--- config.mk ---
export PLATFORM = sky130hd
export DESIGN_NAME = pipc_queue
export DESIGN_NICKNAME = d
export VERILOG_FILES = /design/src/rtl/pipc_pkg.sv /design/src/rtl/pipc_queue.sv
export SDC_FILE = /design/constraint.sdc
export NUM_CORES = 1
export LEC_CHECK = 0
export ABC_AREA = 1
export BUFFER_PORTS_ARGS = -buffer_cell sky130_fd_sc_hd__buf_2
export CORE_MARGIN = 4
export CORE_UTILIZATION = 55
export DETAILED_ROUTE_END_ITERATION = 8
export PLACE_DENSITY = 0.83
export SYNTH_ARGS = -nofsm -noshare
export SYNTH_HDL_FRONTEND = slang
export SYNTH_SLANG_ARGS = --single-unit
--- constraint.sdc ---
create_clock -name clock -period 14.9 [get_ports clock]
set_input_delay 0.745 -clock clock [delete_from_list [all_inputs] [get_ports clock]]
set_output_delay 0.745 -clock clock [all_outputs]
set_load 0.1 [all_outputs]
--- src/rtl/pipc_pkg.sv ---
// Package for the point-in-polytope collision check.
// Holds the command codes, the internal operation kinds and the operation record
// that the front end passes to the back end. It depends on nothing else.
package pipc_pkg;

   // Command codes of the request cmd field.
   localparam logic [1:0] CMD_CLEAR = 2'd0;
   localparam logic [1:0] CMD_WRITE = 2'd1;
   localparam logic [1:0] CMD_QUERY = 2'd2;

   // Field widths that the request format fixes.
   localparam int COEF_W  = 18;
   localparam int COORD_W = 32;
   localparam int INDEX_W = 5;

   // Operations that reach the back end after decoding.
   typedef enum logic [1:0] {
      OP_CLEAR = 2'b00,
      OP_WRITE = 2'b01,
      OP_QUERY = 2'b10
   } op_kind_type;

   // One decoded request as it travels through the operation queue.
   typedef struct packed {
      op_kind_type                kind;
      logic [INDEX_W-1:0]         poly_idx;
      logic [INDEX_W-1:0]         face_idx;
      logic                       face_last;
      logic signed [COEF_W-1:0]   coef_x;
      logic signed [COEF_W-1:0]   coef_y;
      logic signed [COEF_W-1:0]   coef_z;
      logic signed [COORD_W-1:0]  face_bound;
      logic signed [COORD_W-1:0]  point_x;
      logic signed [COORD_W-1:0]  point_y;
      logic signed [COORD_W-1:0]  point_z;
   } op_type;

endpackage

--- src/rtl/pipc_queue.sv ---
// Two-entry operation queue between the front end and the back end.
// Lets the front end keep taking requests while a query is being walked.
// Depends on pipc_pkg.
module pipc_queue import pipc_pkg::*; (
   input  logic   clock,
   input  logic   reset,
   input  logic   push,
   input  op_type push_op,
   output logic   full,
   output logic   valid,
   input  logic   pop,
   output op_type head_op
);

   localparam int DEPTH = 2;

   op_type     entry_ff [DEPTH];
   logic       wr_ptr_ff, wr_ptr_in;
   logic       rd_ptr_ff, rd_ptr_in;
   logic [1:0] count_ff, count_in;
   logic       do_push;
   logic       do_pop;

   assign full    = (count_ff == 2'(DEPTH));
   assign valid   = (count_ff != 2'd0);
   assign head_op = entry_ff[rd_ptr_ff];
   assign do_push = push && !full;
   assign do_pop  = pop && valid;

   // Pointer and occupancy update.
   always_comb begin
      wr_ptr_in = do_push ? !wr_ptr_ff : wr_ptr_ff;
      rd_ptr_in = do_pop ? !rd_ptr_ff : rd_ptr_ff;
      count_in  = count_ff + 2'(do_push) - 2'(do_pop);
   end

   always_ff @(posedge clock) begin
      if (reset) begin
         wr_ptr_ff <= 1'b0;
         rd_ptr_ff <= 1'b0;
         count_ff  <= 2'd0;
      end else begin
         wr_ptr_ff <= wr_ptr_in;
         rd_ptr_ff <= rd_ptr_in;
         count_ff  <= count_in;
      end
   end

   // Entry storage needs no reset.
   always_ff @(posedge clock) begin
      if (do_push) begin
         entry_ff[wr_ptr_ff] <= push_op;
      end
   end

endmodule

==> qor.csv, run 1 <==
metric;value;unit
outcome;finished clean;
leakagePower;7.22;nW
layout-drive-gt1-share;0.592;
crit_family;buffers and inverters;
timing.fmax;227;MHz
drtAntennaViolNets;0;
hold_buffers;0;
clk_latency;0.52;ns
dieArea;29900;um^2
place_hpwl;20500;um
nFillCells;1683;
dr_wl_met3;1930;um
r2r_cells;6;
period_share;0.295;
worst_pin_slew;1.06;ns
final_cell_mix;buf_2 (395), edfxtp_1 (390), mux2_4 (150);
top_level_ports;396;
crit_path_start_kind;flip-flop;
drc_errors;0;
yosys_warnings;0;
first_pass_iters;4;
crit_buf_inv;3;
swShare;0.450;
viasPerCell;5.14;
cts_tree;yes;
vdd_drop_max;0.185;mV
grt_pass1_vias;7846;
ys_types;12;
grt_start_max_net_pins;129;
die_x;173;um
htreeDepth;2;
globalplace.congestion;0.777;
path_class;reg -> out;
top_layer;met4;
layout_commonest_cell;buf_2;
grt_antenna_before_repair;5;
fp.dieH;173;um
num_rows;60;
cts_resized;0;
r2r_end;entry_ff[0][123];
syn-num-nets;846;
power_density;229;nW/um^2
timing.setup.tns;0;ns
root_buffer;clkbuf_16;
m1WireLength;10600;um
power_switching;1.90;mW
nNetsFinal;1268;
syn_inst;645;
grtUsageTotal;0.193;
areaGrowthSynthToFinish;23.3;%
clockBufferDepth;3;
wl_per_cell;20.5;um
cts_sinks;395;
hp-start;push_op[193];
critPathCaptureType;output pin;
crit_path_cell_trace;buf_4 > buf_4 > mux2_4 > buf_2;
met2_length;16300;um
cap_viol_max_count;0;
coreArea;26800;um^2
grt_overflow;0;
clock_skew;0.0186;ns
finalCriticalPeriod;4.40;ns
crit_top_cell;buf_4;
io_buffer_count;395;
dpl.cell_count;1366;
cp_slowest_cell;buf_4;
post-route-util;0.687;
rsz0062_at_grt;no;
comb_power_share;0.434;
setup_viol;0;
numCtsBuffers;40;
synth-seq-area-share;0.791;
holdPathEnd;entry_ff[0][193];
layout.cells.non_filler;1444;
worstPathMaxFanout;57;
final_max_slew_viol_count;0;
vias;7423;
grt_pass1_wl;45000;um
crit_arrival;3.66;ns
clkPwrFrac;0.219;
cp.required;14.16;ns
finalWirelength;29600;um
netlist_area;14900;um^2
first_iter_violations;512;
synth_seq_cells;395;
start_util;0.557;
worst_hold_path.num_cells;1;
hold_viol;0;
syn_avg_cell_area;23.2;um^2
r2r_slack;12.04;ns
place_area;17200;um^2
power;4.22;mW
design_area;18400;um^2
power_frac_seq;0.347;
hp-class;in -> reg;
postCtsSetupBuffers;0;
relSlewSlack;0.295;
cts.clk_slew.worst_paths;0.06;ns
p_int;2.32;mW
cpPeakStageDelay;0.88;ns
r2r-start;count_ff[0];
-- state kept, by name (all words and copies together) (netlist names), named ones only --
signal	count
entry_ff	390
count_ff	2
rd_ptr_ff	1
wr_ptr_ff	1
-- cell type report --
class | instances | area, um^2 | share of cell area
well taps | 341 | 427 | 0.0232
multi-input cells | 219 | 2880 | 0.156
clock inverters | 18 | 140 | 0.00761
repair buffers | 402 | 2030 | 0.110
flip-flops and latches | 395 | 11800 | 0.641
clock buffers | 55 | 1080 | 0.0585
diodes | 5 | 12.5 | 0.000679
inverters | 9 | 41.3 | 0.00224
-- power groups by stage --
stage / sequential [mW] / clock (mW) / combinational, mW
2_1_floorplan: 1.50 / 0 / 1.63
3_3_place_gp: 1.48 / 0 / 1.82
3_5_place_dp: 1.49 / 0 / 1.84
4_1_cts: 1.47 / 0.947 / 1.84
5_1_grt: 1.48 / 1.00 / 1.88
6_report: 1.46 / 0.923 / 1.83
-- worst reg2reg max path, delay by kind of cell (launching register included) --
family | cells | cell delay, ns
and+or+nand+nor | 3 | 0.71
buffers and inverters | 3 | 1.35
DFF | 1 | 0.36
-- Yosys cell counts --
master / instances / area share
buf_2: 4 / 0.0013
nor2_1: 9 / 0.0023
edfxtp_1: 390 / 0.78
nand2_1: 8 / 0.0020
nand3_1: 3 / 0.0010
buf_6: 18 / 0.014
inv_1: 9 / 0.0023
mux2_4: 150 / 0.15
a21oi_1: 2 / 0.00067
dfxtp_1: 5 / 0.0067
mux2_2: 45 / 0.034
ha_1: 2 / 0.0017
-- worst max-delay path by stage --
stage	slack [ns]	endpoint	cells after the start
after floorplan	5.25	entry_ff[0][0]	2
after global placement	11.06	head_op[114]	4
after detailed placement	11.00	head_op[130]	4
after CTS	10.46	head_op[130]	4
after global routing	10.30	head_op[0]	4
final	10.50	head_op[130]	4
-- cell families after synthesis --
kind of cell             count (synthesis)  share of synthesized area
AO/OA/AOI/OAI                            2                   0.000670
multiplexers                           195                      0.185
buffers and inverters                   31                     0.0172
flip-flops                             395                      0.791
adder cells (fa/ha/maj)                  2                    0.00167
AND/OR/NAND/NOR                         20                    0.00528
-- per-stage QoR --
| stage | hold slack (ns) | setup WS (ns) |
|---|---|---|
| 3_3_place_gp | 0.488 | 11.06 |
| 5_1_grt | 0.394 | 10.30 |
| 2_1_floorplan | 0.467 | 5.25 |
| 4_1_cts | 0.387 | 10.46 |
| 6_report | 0.409 | 10.50 |
| 3_5_place_dp | 0.491 | 11.00 |
-- per-layer routing --
metal  up-vias  track usage
li1       3409            -
met1      3665        0.218
met5         -            0
met4         0       0.0672
met2       302        0.357
met3        47       0.0494
No activity file was read; power rests on OpenSTA's default activity.
==> inputs of run 2 (changes only) <==
--- a/config.mk
+++ b/config.mk
@@ -5,12 +5,12 @@
 export SDC_FILE = /design/constraint.sdc
 export NUM_CORES = 1
 export LEC_CHECK = 0
-export ABC_AREA = 1
+export ABC_AREA = 0
 export BUFFER_PORTS_ARGS = -buffer_cell sky130_fd_sc_hd__buf_2
 export CORE_MARGIN = 4
-export CORE_UTILIZATION = 55
+export CORE_UTILIZATION = 53
 export DETAILED_ROUTE_END_ITERATION = 8
-export PLACE_DENSITY = 0.83
+export PLACE_DENSITY = 0.8
 export SYNTH_ARGS = -nofsm -noshare
 export SYNTH_HDL_FRONTEND = slang
 export SYNTH_SLANG_ARGS = --single-unit
==> constraint.sdc (replaced) <==
create_clock -name clock -period 4.6 [get_ports clock]
set_input_delay 0.23 -clock clock [delete_from_list [all_inputs] [get_ports clock]]
set_output_delay 0.23 -clock clock [all_outputs]
set_load 0.1 [all_outputs]
==> run 2 against run 1 <==
  * Global-route usage is 2.7 points higher
  * Worst hold slack got worse by 0.28 ns
  * Critical path type unchanged
  * Routed wire length increased by 19%
  * Clock power increased to 3.4 times the previous value
==> qor.csv, run 2 <==
metric;value;unit;change
outcome;finished clean;;
worst_pin_slew;0.752;ns;-0.305 ns
num_rows;61;;+1.7%
io_buffer_count;395;;unchanged
vias;8417;;+13%
top_layer;met4;;
crit_arrival;2.63;ns;-1.03 ns
final_max_slew_viol_count;0;;unchanged
layout_commonest_cell;buf_2;;
top_level_ports;396;;unchanged
dr_wl_met3;2110;um;+9.2%
m1WireLength;12200;um;+15%
path_class;reg -> out;;
cap_viol_max_count;0;;unchanged
cts.clk_slew.worst_paths;0.06;ns;about the same
synth_top_area_share;0.785;;+0.000920
start_util;0.537;;-0.0203
synth.most_common_cell;edfxtp_1;;
cts_tree;yes;;
wl_per_cell;21.1;um;+3.0%
first_pass_iters;5;;+1
viasPerCell;5.04;;-2.0%
dieArea;30900;um^2;+3.5%
grt_antenna_before_repair;11;;+6
htreeDepth;2;;unchanged
drtAntennaViolNets;0;;unchanged
met2_length;19500;um;+20%
synth_commonest_cells;edfxtp_1 (390), mux2_4 (150), mux2_2 (45), buf_6 (18), dfxtp_1 (5);;
syn-num-nets;834;;-1.4%
grt_pass1_wl;52300;um;+16%
yosysTopAreaCell;edfxtp_1;;
regMostFlops;entry_ff;;
dpl.cell_count;1391;;+1.8%
relSlewSlack;0.498;;+0.203
globalplace.congestion;0.761;;-2.1%
synth_edf_count;390;;unchanged
hp-class;in -> reg;;
rsz0062_at_grt;no;;
timing.setup.tns;0;ns;unchanged
synth_top_flop_cell;edfxtp_1;;
cpPeakStageDelay;0.80;ns;-0.08 ns
areaGrowthSynthToFinish;37.7;%;
crit_path_cell_trace;buf_12 > mux2_4 > buf_2;;
vdd_drop_max;0.683;mV;+270%
place_hpwl;19900;um;-2.8%
critPathCaptureType;output pin;;
final_cell_mix;buf_2 (395), edfxtp_1 (390), dlygate4sd3_1 (196);;
grt_start_max_net_pins;115;;-11%
timing.fmax;350;MHz;
clockBufferDepth;3;;unchanged
grt_overflow;0;;unchanged
largest_reg_flops;390;;unchanged
numCtsBuffers;41;;+2.5%
cts_resized;0;;unchanged
period_share;0.622;;
layout.cells.non_filler;1670;;+16%
leakagePower;8.05;nW;+11%
setup_viol;0;;unchanged
syn_inst;633;;-1.9%
fp.dieH;176;um;+1.7%
ys_types;20;;+8
grt_pass1_vias;9192;;+17%
die_x;176;um;+1.7%
synth_seq_cells;395;;unchanged
largest_registers;entry_ff: 390 flops, count_ff: 2 flops;;
root_buffer;clkbuf_16;;
clock_skew;0.0123;ns;-0.00623 ns
nNetsFinal;1453;;+15%
drc_errors;0;;unchanged
yosys_warnings;0;;unchanged
power_density;678;nW/um^2;+200%
layout-drive-gt1-share;0.514;;-0.0775
crit_path_start_kind;flip-flop;;
postCtsSetupBuffers;0;;unchanged
cp.required;4.37;ns;-9.79 ns
hold_viol;0;;unchanged
syn_avg_cell_area;23.6;um^2;+1.8%
grtUsageTotal;0.221;;+0.0274
cp_slowest_cell;dfxtp_4;;
first_iter_violations;612;;+20%
netlist_area;14900;um^2;-0.12%
synthArstFlopShare;0;;unchanged
clk_latency;0.52;ns;about the same
finalCriticalPeriod;2.86;ns;
worstPathMaxFanout;70;;+23%
coreArea;27800;um^2;+3.7%
synthTopCellsByArea;edfxtp_1 (78%), mux2_4 (15%), mux2_2 (3.4%), buf_6 (1.4%), dfxtp_1 (0.67%);;
cts_sinks;395;;unchanged
synth-seq-area-share;0.791;;+0.000928
finalWirelength;35300;um;+19%
## run 2: logic make-up (layout without fill, tap and decap cells)
group                      count (synthesis)  after routing  synth area share
other                                      0             11                 0
buffers and inverters                     26            674            0.0159
muxes                                    195            195             0.185
DFF                                      395            395             0.791
and+or+nand+nor                            9              9           0.00310
adders and majority gates                  2              2           0.00168
AOI/OAI and AO/OA                          3              3           0.00117
xor gates and xnor gates                   3              3           0.00176
## run 2: path summary, 6_finish.rpt
| kind | startpoint | end | slack (ns) | cells after the start |
|---|---|---|---|---|
| worst max-delay path | flip-flop | head_op[159] | 1.74 | 3 |
| worst min-delay path | push | wr_ptr_ff | 0.13 | 4 |
| worst max register to register | count_ff[0] | entry_ff[0][67] | 2.03 | 5 |
| worst min register to register | wr_ptr_ff | wr_ptr_ff | 0.50 | 2 |
## run 2: repair_timing
item	CTS	global route
hold buffers	196	0
endpoints found under the setup margin	0	0
endpoints found under the hold margin	395	0
## run 2: routing by layer
metal / vias to the layer above / GRT usage
li1: 3766 / -
met1: 4184 / 0.241
met2: 369 / 0.411
met3: 98 / 0.0456
met4: 0 / 0.103
met5: - / 0
## run 2: worst max-delay path: cells and delay by family, from the launching register on
| family | cells | cell delay [ns] |
|---|---|---|
| mux | 1 | 0.26 |
| buf+inv | 2 | 0.91 |
| flops | 1 | 0.80 |
## run 2: stage by stage
| stage | cell area [um^2] | setup slack [ns] | hold WS (ns) | utilization | total power, mW |
|---|---|---|---|---|---|
| 6_report | 20500 | 1.74 | 0.125 | 0.740 | 13.9 |
| 5_1_grt | 20500 | 1.67 | 0.192 | 0.740 | 14.3 |
| 4_1_cts | 20500 | 1.73 | 0.105 | 0.739 | 13.9 |
| 3_5_place_dp | 17300 | 2.09 | 0.421 | 0.622 | 10.6 |
| 3_3_place_gp | 17300 | 2.14 | 0.417 | 0.622 | 10.6 |
| 2_1_floorplan | 14900 | 0.226 | 0.299 | - | 9.92 |
## run 2: layout make-up
cell class / count / area [um^2]
Sequential cell: 395 / 11800
Multi-Input combinational cell: 212 / 2880
Antenna cell: 11 / 27.5
Inverter: 4 / 22.5
Timing Repair Buffer: 598 / 4050
Tap cell: 378 / 473
Clock buffer: 49 / 1060
Clock inverter: 23 / 218
Fill cell: 1608 / 7240
## run 2: power by group
| part | internal [mW] | switching, mW |
|---|---|---|
| clock | 1.86 | 1.31 |
| sequential | 4.47 | 0.172 |
| combinational | 1.33 | 4.78 |
| total | 7.66 | 6.26 |
